**config.mk**
```make
export PLATFORM = sky130hd
export DESIGN_NAME = varint_length_prefixed_deframer_core
export DESIGN_NICKNAME = d
export VERILOG_FILES = /design/src/vlpd_pkg.sv /design/src/vlpd_decoder.sv /design/src/vlpd_out_fifo.sv /design/src/varint_length_prefixed_deframer_core.sv
export SDC_FILE = /design/constraint.sdc
export NUM_CORES = 1
export LEC_CHECK = 0
export ABC_AREA = 1
export ABC_CLOCK_PERIOD_IN_PS = 5200
export BUFFER_PORTS_ARGS = -buffer_cell sky130_fd_sc_hd__buf_4
export CAP_MARGIN = 20
export CORE_UTILIZATION = 63
export CTS_CLUSTER_DIAMETER = 150
export DETAILED_ROUTE_END_ITERATION = 12
export PLACE_DENSITY = 0.9
export SYNTH_ARGS = -nofsm -noshare
export SYNTH_HDL_FRONTEND = slang
export SYNTH_SLANG_ARGS = --single-unit
```
**constraint.sdc**
```tcl
create_clock -name clk -period 5.2 [get_ports clk]
set_clock_uncertainty 0.05 [all_clocks]
set_input_delay 1.04 -clock clk [delete_from_list [all_inputs] [get_ports clk]]
set_output_delay 1.04 -clock clk [all_outputs]
set_load 0.01 [all_outputs]
```
**src/vlpd_pkg.sv**
```systemverilog
// Shared types and constants for the varint length-prefixed deframer.
// Used by every module of the block; depends on nothing.
package vlpd_pkg;

  localparam int unsigned GroupBits      = 7;
  localparam int unsigned MaxPrefixBytes = 5;
  localparam int unsigned MaxLenWidth    = 31;
  localparam int unsigned AccumWidth     = 32;
  localparam int unsigned CountWidth     = 3;
  localparam int unsigned AddrWidth      = 3;

  localparam logic [7:0] GroupMask = 8'b0111_1111;
  localparam logic [7:0] MoreFlag  = 8'b1000_0000;

  // Register word index of max_frame_length on the configuration port
  localparam logic REG_MAX_FRAME_LENGTH = 1'b0;

  typedef enum logic [1:0] {
    PH_LENGTH  = 2'd0,
    PH_PAYLOAD = 2'd1,
    PH_FAILED  = 2'd2
  } phase_t;

  typedef enum logic [1:0] {
    KIND_BYTE  = 2'd0,
    KIND_EMPTY = 2'd1,
    KIND_ERROR = 2'd2
  } kind_t;

  typedef struct packed {
    kind_t      kind;
    logic [7:0] data;
    logic       last;
  } result_t;

endpackage

```
**src/vlpd_decoder.sv**
```systemverilog
// Framing state and per-item decode: length prefix, payload count, error latch.
// Depends on vlpd_pkg.
module vlpd_decoder (
  input  logic                                 clk,
  input  logic                                 rst,
  input  logic                                 step,
  input  logic [7:0]                           rx_byte,
  input  logic [vlpd_pkg::MaxLenWidth-1:0]     max_frame_length,
  output logic                                 res_valid,
  output vlpd_pkg::result_t                    res
);

  vlpd_pkg::phase_t                         phase, phase_next;
  logic [vlpd_pkg::AccumWidth-1:0]          length_accum, length_accum_next;
  logic [vlpd_pkg::CountWidth-1:0]          length_byte_count, length_byte_count_next;
  logic [vlpd_pkg::MaxLenWidth-1:0]         remaining, remaining_next;

  logic [6:0]                               grp;
  logic [vlpd_pkg::AccumWidth-1:0]          grp_shifted;
  logic [vlpd_pkg::AccumWidth-1:0]          len;
  logic                                     is_last;

  function automatic logic [vlpd_pkg::CountWidth-1:0] CountWidthMax();
    return vlpd_pkg::CountWidth'(vlpd_pkg::MaxPrefixBytes);
  endfunction

  assign grp = 7'(rx_byte & vlpd_pkg::GroupMask);

  // Place the 7-bit group at its position; the fifth group keeps 4 bits only
  always_comb begin
    case (length_byte_count)
      3'd0:    grp_shifted = {25'b0, grp};
      3'd1:    grp_shifted = {18'b0, grp, 7'b0};
      3'd2:    grp_shifted = {11'b0, grp, 14'b0};
      3'd3:    grp_shifted = {4'b0, grp, 21'b0};
      3'd4:    grp_shifted = {grp[3:0], 28'b0};
      default: grp_shifted = '0;
    endcase
  end

  assign len     = length_accum | grp_shifted;
  assign is_last = (remaining <= 31'd1);

  always_comb begin
    phase_next             = phase;
    length_accum_next      = length_accum;
    length_byte_count_next = length_byte_count;
    remaining_next         = remaining;
    res_valid              = 1'b0;
    res.kind               = vlpd_pkg::KIND_BYTE;
    res.data               = 8'd0;
    res.last               = 1'b0;
    if (step) begin
      case (phase)
        vlpd_pkg::PH_PAYLOAD: begin
          res_valid = 1'b1;
          res.data  = rx_byte;
          res.last  = is_last;
          if (is_last) begin
            remaining_next = '0;
            phase_next     = vlpd_pkg::PH_LENGTH;
          end else begin
            remaining_next = remaining - 31'd1;
          end
        end
        vlpd_pkg::PH_LENGTH: begin
          if (length_byte_count >= CountWidthMax()) begin
            // sixth prefix byte
            res_valid  = 1'b1;
            res.kind   = vlpd_pkg::KIND_ERROR;
            phase_next = vlpd_pkg::PH_FAILED;
          end else if ((rx_byte & vlpd_pkg::MoreFlag) != 8'd0) begin
            length_accum_next      = len;
            length_byte_count_next = length_byte_count + 3'd1;
          end else begin
            length_accum_next      = '0;
            length_byte_count_next = '0;
            if (len[31] || (len[30:0] > max_frame_length)) begin
              res_valid  = 1'b1;
              res.kind   = vlpd_pkg::KIND_ERROR;
              phase_next = vlpd_pkg::PH_FAILED;
            end else if (len == 32'd0) begin
              res_valid = 1'b1;
              res.kind  = vlpd_pkg::KIND_EMPTY;
              res.last  = 1'b1;
            end else begin
              remaining_next = len[30:0];
              phase_next     = vlpd_pkg::PH_PAYLOAD;
            end
          end
        end
        default: begin
          // failed: drop everything until reset
        end
      endcase
    end
  end

  always_ff @(posedge clk) begin
    if (rst) begin
      phase             <= vlpd_pkg::PH_LENGTH;
      length_accum      <= '0;
      length_byte_count <= '0;
      remaining         <= '0;
    end else begin
      phase             <= phase_next;
      length_accum      <= length_accum_next;
      length_byte_count <= length_byte_count_next;
      remaining         <= remaining_next;
    end
  end

  a_failed_sticks: assert property (@(posedge clk) disable iff (rst)
    phase == vlpd_pkg::PH_FAILED |=> phase == vlpd_pkg::PH_FAILED)
    else $error("failed state left without reset");

  a_error_fails: assert property (@(posedge clk) disable iff (rst)
    res_valid && res.kind == vlpd_pkg::KIND_ERROR |=> phase == vlpd_pkg::PH_FAILED)
    else $error("error result without entering failed state");

  a_count_bound: assert property (@(posedge clk) disable iff (rst)
    length_byte_count <= 3'd5)
    else $error("length byte count out of range");

  a_payload_nonzero: assert property (@(posedge clk) disable iff (rst)
    phase == vlpd_pkg::PH_PAYLOAD |-> remaining != '0)
    else $error("payload phase with nothing remaining");

endmodule

```
**src/vlpd_out_fifo.sv**
```systemverilog
// Two-entry result queue that decouples the decoder from downstream backpressure.
// Depends on vlpd_pkg.
module vlpd_out_fifo (
  input  logic              clk,
  input  logic              rst,
  input  logic              push,
  input  vlpd_pkg::result_t push_data,
  output logic              space,
  output logic              pop_valid,
  input  logic              pop_ready,
  output vlpd_pkg::result_t pop_data
);

  vlpd_pkg::result_t mem [2];
  logic              wr_ptr;
  logic              rd_ptr;
  logic [1:0]        count;
  logic              pop;

  assign pop       = pop_valid && pop_ready;
  assign pop_valid = (count != 2'd0);
  assign pop_data  = mem[rd_ptr];
  // Registered-only, so upstream ready never waits on downstream ready
  assign space     = (count != 2'd2);

  always_ff @(posedge clk) begin
    if (push) begin
      mem[wr_ptr] <= push_data;
    end
  end

  always_ff @(posedge clk) begin
    if (rst) begin
      wr_ptr <= 1'b0;
      rd_ptr <= 1'b0;
      count  <= 2'd0;
    end else begin
      if (push) wr_ptr <= ~wr_ptr;
      if (pop)  rd_ptr <= ~rd_ptr;
      case ({push, pop})
        2'b10:   count <= count + 2'd1;
        2'b01:   count <= count - 2'd1;
        default: count <= count;
      endcase
    end
  end

  a_no_overflow: assert property (@(posedge clk) disable iff (rst)
    push |-> space)
    else $error("push into full queue");

  a_count_bound: assert property (@(posedge clk) disable iff (rst)
    count <= 2'd2)
    else $error("queue count out of range");

  a_ptr_match: assert property (@(posedge clk) disable iff (rst)
    (count == 2'd0 || count == 2'd2) |-> wr_ptr == rd_ptr)
    else $error("queue pointers disagree with count");

endmodule

```
**src/varint_length_prefixed_deframer_core.sv**
```systemverilog
// An accepted item is held in the input register; any result is queued for the master side.
// Throughput: one item per cycle; the input register and decoder advance whenever the two-entry
// result queue has room, so a full queue (downstream stalled two items) is what holds input.
// Prefix bytes give a result only for an empty frame or an error; items after an error give none.
// Reset (rst, synchronous, active high): decoder back to reading a length, queue and input
// register emptied, max_frame_length restored to 2147483647.
module varint_length_prefixed_deframer_core (
  input  logic                              clk,
  input  logic                              rst,
  // stream in
  input  logic                              s_tvalid,
  output logic                              s_tready,
  input  logic [7:0]                        s_tdata,   // [7:0] rx_byte
  // stream out
  output logic                              m_tvalid,
  input  logic                              m_tready,
  output logic [7:0]                        m_tdata,   // [7:0] data
  output logic [1:0]                        m_tuser,   // [1:0] kind
  output logic                              m_tlast,
  // configuration
  input  logic                              psel,
  input  logic                              penable,
  input  logic                              pwrite,
  input  logic [vlpd_pkg::AddrWidth-1:0]    paddr,
  input  logic [31:0]                       pwdata,
  output logic [31:0]                       prdata,
  output logic                              pready
);

  // Configuration register
  logic [vlpd_pkg::MaxLenWidth-1:0] max_frame_length;
  logic                             reg_sel;

  // Input register
  logic       in_valid;
  logic [7:0] in_byte;

  // Decode step and result queue
  logic              step;
  logic              space;
  logic              res_valid;
  vlpd_pkg::result_t res;
  vlpd_pkg::result_t out_res;

  assign pready  = 1'b1;
  assign reg_sel = (paddr[2] == vlpd_pkg::REG_MAX_FRAME_LENGTH);
  assign prdata  = reg_sel ? {1'b0, max_frame_length} : 32'd0;

  always_ff @(posedge clk) begin
    if (rst) begin
      max_frame_length <= '1;
    end else if (psel && penable && pwrite && pready && reg_sel) begin
      // drop bit 31 of the written value
      max_frame_length <= pwdata[30:0];
    end
  end

  // Advance the held byte through the decoder whenever the queue can take a result
  assign step     = in_valid && space;
  assign s_tready = !in_valid || step;

  always_ff @(posedge clk) begin
    if (rst) begin
      in_valid <= 1'b0;
    end else if (s_tready) begin
      in_valid <= s_tvalid;
    end
  end

  // Payload only; captured on every accept
  always_ff @(posedge clk) begin
    if (s_tvalid && s_tready) begin
      in_byte <= s_tdata;
    end
  end

  vlpd_decoder u_decoder (
    .clk              (clk),
    .rst              (rst),
    .step             (step),
    .rx_byte          (in_byte),
    .max_frame_length (max_frame_length),
    .res_valid        (res_valid),
    .res              (res)
  );

  vlpd_out_fifo u_out_fifo (
    .clk       (clk),
    .rst       (rst),
    .push      (res_valid),
    .push_data (res),
    .space     (space),
    .pop_valid (m_tvalid),
    .pop_ready (m_tready),
    .pop_data  (out_res)
  );

  assign m_tdata = out_res.data;
  assign m_tuser = out_res.kind;
  assign m_tlast = out_res.last;

  a_step_has_room: assert property (@(posedge clk) disable iff (rst)
    res_valid |-> step)
    else $error("result produced without a decode step");

  a_hold_when_full: assert property (@(posedge clk) disable iff (rst)
    in_valid && !space |=> in_valid && $stable(in_byte))
    else $error("held input item lost while queue full");

  a_result_kind_ok: assert property (@(posedge clk) disable iff (rst)
    m_tvalid && m_tuser != vlpd_pkg::KIND_BYTE |-> m_tdata == 8'd0)
    else $error("nonzero data on a non-payload result");

endmodule
```
# --- Word level (Yosys, flattened, before mapping) ---
# Memories as Yosys holds them, arrays and structs flattened. A register that Yosys moved wholly into a read port is not among the register bits.
# Index checks and enable logic that the tools add are counted.
totals:
  word_cells: 94
  n_memories: 1
  out_inout_bits: 46
  regBits: 112
  mem_bits_rw: 22
  in_bits: 50
op_classes:
  bitwise_logic: 5
  order_cmp: 3
  muxes: 38
  n_reduce_logical: 18
  n_addsub: 4
  n_eq_ne: 15
memory_table:
  columns: ["name", "depth", "width", "rd", "rd_clocked_by_memory_dff", "wr", "line", "source"]
  rows:
  - ["u_out_fifo.mem", 2, 11, 1, 1, 1, "vlpd_out_fifo.sv:14", "vlpd_pkg::result_t mem [2];"]
ops:
  columns: ["operator", "count"]
  rows:
  - ["two-way mux 31 bit", 6]
  - ["case mux 32 bit (5 select lines)", 1]
  - ["case mux 31 bit (2 select lines)", 1]
  - ["zero test 32 bit", 1]
  - ["two-way mux 32 bit", 1]
  - ["OR 32 bit", 1]
  - ["greater-than comparator 31 bit", 1]
  - ["<= comparator 31 x 1 -> 1 bit, second input constant", 1]
  - ["subtractor 31 x 1 -> 31 bit, second input constant", 1]
  - ["two-way mux 2 bit", 9]
  - ["two-way mux 1 bit", 13]
  - ["two-way mux 11 bit", 1]
  - ["inequality test 2 bit, second input constant", 5]
  - ["two-way mux 8 bit", 1]
  - ["case mux 2 bit (2 select lines)", 2]
  - ["equality test 3 x 2 -> 1 bit, second input constant", 2]
  - ["logical AND 1 bit", 6]
  - ["AND reduction 6 bit", 1]
  - ["nonzero test 2 bit", 3]
  - ["AND reduction 5 bit", 1]
  - ["equality test 2 x 1 -> 1 bit, second input constant", 2]
  - ["inequality test 4 x 2 -> 1 bit, second input constant", 1]
  - ["inverter 1 bit", 4]
  - ["case mux 1 bit (2 select lines)", 2]
  - ["other kinds (15)", 16]

# --- Depth between registers and ports, before layout ---
# Gate-level depths: netlist (run 1).
depth:
  word_depth: 12
  mapped_depth: 27

# --- Cells and area by module ---
# Synthesis (run 1) repeated with hierarchy kept, for this count alone.
unflattened:
  hier_cells: 1186
  hier_area_um2: 8186.6
by_module_without_submodules:
  columns: ["mod", "cells_each", "instances", "area_each_um2"]
  rows:
  - ["vlpd_decoder", 888, 1, 5395.2]
  - ["varint_length_prefixed_deframer_core", 227, 1, 1699.1]
  - ["vlpd_out_fifo", 71, 1, 1092.3]

# --- Least setup slack after synthesis (run 1) ---
# No wires, ideal clock.
synth_path:
  kind: "register to register"
  startpoint: "register u_decoder.length_byte_count[2] in the netlist's numbering"
  endpoint: "memory u_out_fifo.mem[0][0] in the netlist's numbering (enable)"
  required_time_ps: 4772
  path_stages_with_launch: 20
  t_arrival_ps: 2872
  period_less_slack_ps: 3301
  slack_ps: 1899
  path_cell_list: "dfxtp_1 inv_2 buf_6 ha_1 buf_2 a21oi_1 inv_1 ha_1 nand2_1 nor2_1 nand4_1 nor2b_1 nand2_1 nand2_1 nand2_1 nand3_2 nand2_1 nand2_1 nand2_1 nor2_1"
synth_between:
  elab_chain_cells: 12
synth_lines:
  columns: ["item", "line", "source"]
  rows:
  - ["start, declared", "vlpd_decoder.sv:15", "logic [vlpd_pkg::CountWidth-1:0] length_byte_count, length_byte_count_next;"]
  - ["start signal, assigned", "vlpd_decoder.sv:108", "length_byte_count <= length_byte_count_next;"]
  - ["equality test 3 bit (tied with other cells)", "vlpd_decoder.sv:31", "case (length_byte_count)"]
  - ["case mux 32 bit (5 select lines)", "vlpd_decoder.sv:31", null]
  - ["OR 32 bit", "vlpd_decoder.sv:41", "assign len = length_accum | grp_shifted;"]
  - ["greater-than comparator 31 bit or zero test 32 bit (tied branches)", "vlpd_decoder.sv:78, vlpd_decoder.sv:82", null]
  - ["logical OR 1 bit or two-way mux 1 bit (tied branches)", "vlpd_decoder.sv:78, vlpd_decoder.sv:82", null]
  - ["two-way mux 1 bit", "vlpd_decoder.sv:78", "if (len[31] || (len[30:0] > max_frame_length)) begin"]
  - ["two-way mux 1 bit", "vlpd_decoder.sv:72", "end else if ((rx_byte & vlpd_pkg::MoreFlag) != 8'd0) begin"]
  - ["two-way mux 1 bit (*)", "vlpd_decoder.sv:67", "if (length_byte_count >= CountWidthMax()) begin"]
  - ["case mux 1 bit (2 select lines) (*)", "vlpd_decoder.sv:54", "case (phase)"]
  - ["two-way mux 1 bit (*)", "vlpd_decoder.sv:53", "if (step) begin"]
  - ["two-way mux 1 bit (*)", "vlpd_out_fifo.sv:27", "if (push) begin"]
  - ["two-way mux 1 bit (implied by the code) (*)", "vlpd_out_fifo.sv:28", "mem[wr_ptr] <= push_data;"]
  - ["end, declared", "vlpd_out_fifo.sv:14", null]
# Every way passes the cells marked *; elsewhere a longest branch is shown, timed or not.

# --- Worst setup path in the final report (run 1) ---
# Ends and elaborated chain as after synthesis.

==> results of run 1 <==
==> Yosys cell counts, types with 11 or more instances <==
| master | n |
|---|---|
| edfxtp_1 | 30 |
| nand2_1 | 212 |
| clkbuf_1 | 29 |
| nor3_1 | 15 |
| mux2_2 | 11 |
| inv_1 | 141 |
| xor2_1 | 24 |
| o211ai_1 | 31 |
| a21oi_1 | 69 |
| o21ai_0 | 41 |
| nand3_1 | 61 |
| ha_1 | 39 |
| dfxtp_1 | 105 |
| nor2_1 | 152 |
==> metrics by stage <==
| step | setup WS (ps) | util [%] | hold slack, ps |
|---|---|---|---|
| after global placement | 1190 | 71.5 | 384 |
| after CTS | 966 | 77.2 | 398 |
| final | 922 | 77.4 | 400 |
| after floorplan | 1900 | - | 376 |
| after global routing | 534 | 77.4 | 417 |
| after detailed placement | 1060 | 71.5 | 390 |
==> routing by layer <==
metal | GRT usage, % | up-vias | wire length (um)
met5 | 0 | - | 0
met4 | 14.3 | 0 | 714
met3 | 7.38 | 64 | 1690
met2 | 55.5 | 320 | 9510
met1 | 41.8 | 3304 | 8070
li1 | - | 3509 | -
==> area by class of cell <==
| class | count | area (um^2) | share of cell area (%) |
|---|---|---|---|
| sequential | 135 | 3000 | 33.7 |
| clock inverter | 12 | 224 | 2.51 |
| tap | 143 | 179 | 2.01 |
| clock buffer | 20 | 437 | 4.90 |
| inverter | 148 | 556 | 6.23 |
| timing repair buffer | 100 | 771 | 8.64 |
| multi-input combinational | 712 | 3750 | 42.0 |
==> path summary, 6_finish.rpt <==
path                                   from                          to  slack [ps]  cells past startpoint
max          u_decoder.length_byte_count[2]        u_out_fifo.mem[0][0]         920                     17
min              u_decoder.length_accum[22]  u_decoder.length_accum[22]         400                      2
max reg2reg  u_decoder.length_byte_count[2]        u_out_fifo.mem[0][0]         920                     17
min reg2reg      u_decoder.length_accum[22]  u_decoder.length_accum[22]         400                      2
==> kinds of logic after synthesis <==
| logic type | count (synthesis) | share of synthesized area (%) |
|---|---|---|
| simple gates | 461 | 25.0 |
| buf+inv | 195 | 10.4 |
| compound gates | 172 | 13.3 |
| flops | 135 | 39.9 |
| fa+ha+maj | 39 | 6.49 |
| xor+xnor | 27 | 3.14 |
| mux | 11 | 1.65 |
| other cells | 2 | 0.0998 |
==> layout by cell type (no fill, tap or decap), types with 2 or more instances in the layout <==
cell type | netlist | layout
nor2_2 | 3 | 3
bufinv_16 | 0 | 6
buf_4 | 6 | 99
conb_1 | 2 | 2
ha_1 | 39 | 39
nor2_1 | 152 | 151
nand3_1 | 61 | 61
o21ai_2 | 1 | 2
nand4_1 | 9 | 9
clkbuf_16 | 0 | 17
nor3_1 | 15 | 15
a22oi_1 | 2 | 2
xnor2_1 | 3 | 3
nand2_2 | 3 | 3
o21ai_0 | 41 | 41
a21oi_1 | 69 | 69
o211ai_1 | 31 | 31
a21o_1 | 2 | 2
o21ai_1 | 10 | 9
clkinv_1 | 2 | 3
clkbuf_1 | 29 | 3
clkinvlp_4 | 0 | 3
o2bb2ai_1 | 6 | 6
dfxtp_1 | 105 | 105
edfxtp_1 | 30 | 30
nand2_1 | 212 | 212
inv_1 | 141 | 141
inv_2 | 5 | 5
o22ai_1 | 4 | 4
mux2_2 | 11 | 11
xor2_1 | 24 | 24
==> state kept, by name, indices dropped and copies added (netlist names), named ones only <==
register                     cells
u_out_fifo.wr_ptr                1
in_byte                          8
u_decoder.length_byte_count      3
u_out_fifo.mem                  22
max_frame_length                31
u_decoder.phase                  2
u_decoder.remaining             31
u_out_fifo.rd_ptr                1
in_valid                         1
u_decoder.length_accum          32
u_out_fifo.count                 2
==> worst max-delay path: cells and delay by family (launching register included) <==
family | cells | cell delay (ps)
and+or+nand+nor | 12 | 1950
adders and majority gates | 2 | 700
AOI/OAI and AO/OA | 1 | 480
DFF | 1 | 440
buffers and inverters | 2 | 260
==> power by group <==
part	total (mW)	switching (mW)	internal, mW	leakage [nW]
sequential	1.16	0.0421	1.11	1.11
combinational	0.584	0.370	0.214	2.89
clock	1.36	0.459	0.899	0.308
total	3.10	0.871	2.23	4.31
==> results_dict.tcl, run 1 <==
set metrics [dict create \
    grt_pass1_wl_mm 32.6 \
    cts.sinks 135 \
    via_count 7197 \
    finalHoldViolations 0 \
    crit_required_ps 5200 \
    drive_gt1_share_pct 13.8 \
    slew_headroom_pct 33.4 \
    drv_slew 0 \
    area_growth_pct 18.5 \
    numCtsBuffers 17 \
    syn-instance-count 1042 \
    cts_resized 0 \
    rows 39 \
    setup_violations 0 \
    gr-total-overflow 0 \
    synth_nets 1131 \
    place.gp.congestion 0.947 \
    grtUsageTotal_pct 33.4 \
    post-route-period-util_pct 82.3 \
    worstPathMaxFanout 14 \
    slowest_delay_ps 770 \
    root_buffer "clkbuf_16" \
    status "finished, violations left" \
    portBuffers 90 \
    wirelength_mm 20.0 \
    die_area_um2 12400 \
    clock_path_buffers 2 \
    wl_per_cell_um 15.7 \
    grt_max_degree 63 \
    cts_tree "yes" \
    max_cap_viol_count 0 \
    start_util_pct 65.3 \
    clk-insertion-delay-late_ps 430 \
    fmax_mhz 234 \
    ys_types 42 \
    drc 2 \
    post_dp_cell_area_um2 8230 \
    cts_setup_buffers 0 \
    endpoint_kind "register" \
    htreeDepth 4 \
    die_h_um 111 \
    async_reset_ff_share_pct 0 \
    antenna_found_initial 0 \
    ios 96 \
    drtIter0Drc 721 \
    yosys_warnings 0 \
    yosys.area.top_type_share_pct 27.9 \
    final_area_um2 8920 \
    ys_seq_area_share_pct 39.9 \
    synthTopCellsByArea "dfxtp_1, edfxtp_1, nand2_1" \
    dp.cells 1237 \
    stdcell_count 1270 \
    p_total_mw 3.10 \
    ant_nets 0 \
    hold_buffers 0 \
    p_per_area_nw_per_um2 347 \
    synth-main-ff-cell "dfxtp_1" \
    worst_pin_slew_ps 995 \
    viasPerCell 5.67 \
    ys_ff_latch 135 \
    coreArea_um2 11500 \
    tns_ps 0 \
    dr.pass1.iters 9 \
    syn_area_um2 7520 \
    violations "design-rule violations" \
    dieWidth_um 111 \
    nNetsFinal 1203 \
    hold_path_class "reg -> reg" \
    dp_hpwl_mm 13.5 \
    synth_edf_count 30 \
    n_fill_cell 810 \
    syn_avg_cell_area_um2 7.22 \
    worstPathArrival_ps 4270 \
    fin_crit_ps 4280 \
    path_common_cell "nand2_1" \
    diodes 0 \
    crit_path_start_kind "register" \
    max-vdd-ir-drop_mv 0.315 \
    yosysTopAreaCell "dfxtp_1" \
    rsz0062_at_grt "false" \
    first_global_vias 6818 \
    clk_pin_slew_ps 60 \
    crit_path_cell_trace "inv_2 > ha_1 > a21oi_1 > inv_1 > ha_1 > nand2_1 > nor2_1 > nand4_1 > nor2b_1 > nand2_1 > nand2_1 > nand2_1 > nand3_2 > nand2_1 > nand2_1 > nand2_1 > nor2_1" \
    leakage_nw 4.31 \
    critPathKind "reg -> reg" \
    slowest_stage "nor2_1" \
]
(Power assumes the default switching activity.)
==> inputs of run 2 (changes only) <==
- ABC_CLOCK_PERIOD_IN_PS: 5200 -> 4400
- CORE_UTILIZATION: 63 -> 59
- PLACE_DENSITY: 0.9 -> 0.85
- clock period: 5.2 -> 4.4 ns (I/O delays scaled with it)
==> results_dict.tcl, run 2 (synthesis gave the netlist of run 1 again) <==
set metrics [dict create \
    rows 40 \
    crit_start "u_decoder.length_byte_count[2]" \
    p_per_area_nw_per_um2 394 \
    worstPathMaxFanout 14 \
    cts_resized 0 \
    final_cell_mix "nand2_1, nor2_1, inv_1" \
    fmax_mhz 259 \
    dp_slack_ps 699 \
    reg.largest.list "u_decoder.length_accum: 32 flops, max_frame_length: 31 flops, u_decoder.remaining: 31 flops" \
    final_util_pct 73.2 \
    die_area_um2 13200 \
    nNetsFinal 1210 \
    combPwrFrac_pct 19.6 \
    crit_path_start_kind "register" \
    gr-total-overflow 0 \
    status "completed" \
    endpoint_kind "register" \
    cts_setup_buffers 0 \
    drv_slew 0 \
    cts.sinks 135 \
    tns_ps 0 \
    hold_buffers 0 \
    antenna_found_initial 0 \
    grt_max_degree 62 \
    drc 0 \
    slew_headroom_pct 53.4 \
    drive_gt1_share_pct 14.6 \
    path_common_cell "nand2_1" \
    r2r_setup_slack_ps 540 \
    rsz0062_at_grt "false" \
    hold_depth 2 \
    diodes 0 \
    start_util_pct 61.6 \
    viasPerCell 5.45 \
    max_cap_viol_count 0 \
    dr.pass1.iters 6 \
    max-vdd-ir-drop_mv 0.539 \
    r2r_end "u_out_fifo.count[1]" \
    largest_reg_flops 32 \
    drtIter0Drc 632 \
    switchingPower_mw 1.05 \
    grtUsageTotal_pct 31.0 \
    hold_path.startpoint "u_decoder.length_accum[17]" \
    fin_crit_ps 3860 \
    crit_path_cell_trace "inv_2 > ha_1 > a21oi_1 > inv_1 > ha_1 > nand2_1 > nor2_1 > nor2b_1 > nand2_1 > nand2_1 > nand2_1 > nand3_2 > nand2_1 > nand2_1 > nand2_1 > ha_1 > inv_1 > nand2_1 > nor2_1 > o21ai_0 > a21oi_1" \
    worstPathArrival_ps 4170 \
    leakage_nw 4.33 \
    switching_share_pct 29.8 \
    grt_pass1_wl_mm 31.3 \
    timing.rr.start "u_decoder.length_byte_count[2]" \
    first_global_vias 6561 \
    finalHoldViolations 0 \
    portBuffers 90 \
    coreArea_um2 12200 \
    slowest_delay_ps 450 \
    clockPowerShare_pct 41.7 \
    via_count 7102 \
    crit_required_ps 4700 \
    critPathKind "reg -> reg" \
    dieWidth_um 115 \
    setup_violations 0 \
    ios 96 \
    clock_path_buffers 2 \
    r2r_cells 21 \
    dp_hpwl_mm 13.4 \
    worst_pin_slew_ps 692 \
    seq_power_share_pct 38.7 \
    post-route-period-util_pct 87.8 \
    die_h_um 115 \
    clk-insertion-delay-late_ps 430 \
    numCtsBuffers 17 \
    clk_pin_slew_ps 60 \
    root_buffer "clkbuf_16" \
    ant_nets 0 \
    place.gp.congestion 0.920 \
    cts_tree "yes" \
    area_growth_pct 18.9 \
    wl_per_cell_um 15.1 \
    slowest_stage "a21oi_1" \
    final_common_cell "nand2_1" \
    p_int_mw 2.47 \
    htreeDepth 4 \
    min_to "u_decoder.length_accum[17]" \
    wirelength_mm 19.6 \
    layout_setup_ws_ps 536 \
    hold_path_class "reg -> reg" \
    largest-register "u_decoder.length_accum" \
]
[run 2: cell types whose count changed in the layout (fill, tap and decap cells not counted), sizes merged]
| cell | before | now |
|---|---|---|
| inv | 147 | 152 |
| buf | 100 | 107 |
| clkinv | 4 | 6 |
| clkbuf | 20 | 18 |
| bufinv | 6 | 3 |
| clkinvlp | 3 | 1 |
[run 2: final cells by class]
cell class | count | area (um^2)
repair buffers | 107 | 823
well taps | 168 | 210
multi-input cells | 712 | 3750
clock inverters | 14 | 171
inverters | 148 | 556
flip-flops and latches | 135 | 3000
clock buffers | 18 | 429
fillers | 972 | 3270
[run 2: how the worst max path moves through the flow]
stage	endpoint	slack, ps	cells after the start
floorplan	u_out_fifo.mem[0][0]	1100	19
global placement	u_out_fifo.count[1]	760	23
detailed placement	u_out_fifo.count[1]	700	23
CTS	u_out_fifo.count[1]	640	23
global route	u_out_fifo.count[1]	180	23
finish	u_out_fifo.count[1]	540	21
[run 2: worst max-delay path: cells and delay by family, from the launching register on]
| family | cells | cell delay, ps |
|---|---|---|
| AOI/OAI and AO/OA | 3 | 680 |
| and+or+nand+nor | 12 | 1240 |
| DFF | 1 | 440 |
| adders and majority gates | 3 | 1040 |
| buffers and inverters | 3 | 340 |
[run 2: metal layers]
layer	vias to the layer above	global-route usage (%)	wire [um]
met5	-	0	0
met4	0	13.7	597
met3	61	7.96	1670
met2	311	50.7	9390
met1	3203	38.5	7960
li1	3527	-	-
[run 2: stage by stage]
| step | hold slack, ps | total power, mW | instances | instance area, um^2 |
|---|---|---|---|---|
| floorplan | 376 | 1.85 | 1042 | 7520 |
| global placement | 386 | 2.04 | 1269 | 8310 |
| detailed placement | 390 | 2.06 | 1270 | 8340 |
| CTS | 400 | 3.51 | 1302 | 8940 |
| global route | 421 | 3.67 | 1302 | 8940 |
| finish | 402 | 3.52 | 1302 | 8940 |
[run 2: power by group through the flow]
stage | Sequential [mW] | Combinational [mW] | Clock (mW)
detailed placement | 1.39 | 0.670 | 0
CTS | 1.36 | 0.681 | 1.47
floorplan | 1.37 | 0.488 | 0
global placement | 1.39 | 0.655 | 0
finish | 1.36 | 0.691 | 1.47
global route | 1.37 | 0.766 | 1.53
==> inputs of run 3 (changes only) <==
- ABC_CLOCK_PERIOD_IN_PS: 4400 -> 3940
- CORE_UTILIZATION: 59 -> 42
- PLACE_DENSITY: 0.85 -> 0.65
- clock period: 4.4 -> 3.94 ns (I/O delays scaled with it)
==> results_dict.tcl, run 3 (synthesis gave the netlist of run 1 again) <==
set metrics [dict create \
    status "completed" \
    worstPathMaxFanout 12 \
    critPathKind "reg -> reg" \
    crit_required_ps 4240 \
    finalHoldViolations 0 \
    slew_headroom_pct 48.6 \
    r2r_setup_slack_ps 380 \
    cts_tree "yes" \
    ant_nets 0 \
    p_int_mw 2.79 \
    ios 96 \
    dp.cells 1337 \
    cts_setup_buffers 0 \
    drv_slew 0 \
    clk-insertion-delay-late_ps 430 \
    die_area_um2 18500 \
    drtIter0Drc 566 \
    post_dp_cell_area_um2 8490 \
    switchingPower_mw 1.22 \
    multi_input_area_um2 3780 \
    portBuffers 90 \
    nNetsFinal 1220 \
    layout_setup_ws_ps 384 \
    worst_pin_slew_ps 771 \
    endpoint_kind "register" \
    root_buffer "clkbuf_16" \
    gr-total-overflow 0 \
    setup_violations 0 \
    max-vdd-ir-drop_mv 0.330 \
    reg.largest.list "u_decoder.length_accum: 32 flops, max_frame_length: 31 flops, u_decoder.remaining: 31 flops" \
    final_common_cell "nand2_1" \
    dp_slack_ps 222 \
    clock_path_buffers 2 \
    diodes 0 \
    final_cell_mix "nand2_1, nor2_1, inv_1" \
    dieWidth_um 136 \
    max_cap_viol_count 0 \
    ff_latch_area_um2 3000 \
    leakage_nw 4.39 \
    wirelength_mm 19.9 \
    largest-register "u_decoder.length_accum" \
    antenna_found_initial 0 \
    clockPowerShare_pct 42.8 \
    viasPerCell 5.05 \
    drc 0 \
    grt_pass1_wl_mm 31.7 \
    numCtsBuffers 17 \
    switching_share_pct 30.5 \
    clk_pin_slew_ps 60 \
    hold_path_class "reg -> reg" \
    n_fill_cell 1689 \
    start_util_pct 43.2 \
    fin_crit_ps 3560 \
    grtUsageTotal_pct 22.7 \
    seq_power_share_pct 37.8 \
    dr.pass1.iters 5 \
    post-route-period-util_pct 90.2 \
    drive_gt1_share_pct 16.2 \
    combPwrFrac_pct 19.4 \
    cts.sinks 135 \
    fmax_mhz 281 \
    stdcell_count 1369 \
    final_area_um2 9160 \
    coreArea_um2 17400 \
    p_per_area_nw_per_um2 438 \
    largest_reg_flops 32 \
    area_growth_pct 21.7 \
    htreeDepth 4 \
    crit_path_start_kind "register" \
    via_count 6910 \
    worstPathArrival_ps 3860 \
    die_h_um 136 \
    dp_hpwl_mm 14.3 \
    grt_max_degree 61 \
    wl_per_cell_um 14.6 \
    rows 48 \
    place.gp.congestion 0.902 \
    p_total_mw 4.01 \
    hold_ws_ps 404 \
    first_global_vias 6216 \
]
-- run 3: worst paths after layout --
path / cells after the start / to / startpoint
setup / recovery: 27 / u_out_fifo.count[1] / u_decoder.length_byte_count[0]
hold / removal: 2 / u_decoder.length_accum[30] / u_decoder.length_accum[30]
setup reg to reg: 27 / u_out_fifo.count[1] / u_decoder.length_byte_count[0]
hold reg to reg: 2 / u_decoder.length_accum[30] / u_decoder.length_accum[30]
-- run 3: worst max-delay path, stage by stage (launching register included) --
cell	delay, ps
dfxtp_1	340
inv_1	140
ha_2	240
inv_1	50
nor2_1	80
buf_4	180
nand2_1	80
nand2_1	180
ha_1	260
nand2_1	100
inv_1	50
a21oi_1	170
nand2_1	70
nand2_1	50
nand2_1	50
nand2_1	60
nand2_1	40
nand2_1	140
nand3_2	130
nand2_1	100
nand2_1	90
nand2_1	110
ha_1	230
inv_1	80
nand2_1	60
nor2_1	110
o21ai_0	90
a21oi_1	150
-- run 3: through the flow --
step                TNS (ps)  utilization [%]
finish                     0             52.6
global route           -18.7             52.6
CTS                        0             52.4
detailed placement         0             48.8
global placement           0             48.8
floorplan                  0                -
-- run 3: area by class of cell --
class	count	area share, %
Clock buffer	17	4.65
Sequential cell	135	32.8
Inverter	148	6.07
Timing Repair Buffer	117	9.87
Clock inverter	15	2.28
Tap cell	225	3.08
Multi-Input combinational cell	712	41.3
-- run 3: timing repair --
item                       CTS  global route
setup endpoints to repair    0             1
hold buffers                 0             0
gates resized for setup      0            10
-- run 3: power groups by stage --
stage	logic [mW]	clock network [mW]	registers, mW
detailed placement	0.770	0	1.55
global placement	0.766	0	1.55
global route	0.873	1.80	1.53
CTS	0.776	1.74	1.52
floorplan	0.545	0	1.53
finish	0.778	1.72	1.52
-- run 3: routing by layer --
metal / global-route usage, % / vias to the layer above / wire length [um]
met5: 0 / - / 0
met4: 7.93 / 0 / 414
met3: 4.70 / 29 / 993
met2: 36.0 / 157 / 9250
met1: 30.4 / 3177 / 9260
li1: - / 3547 / -
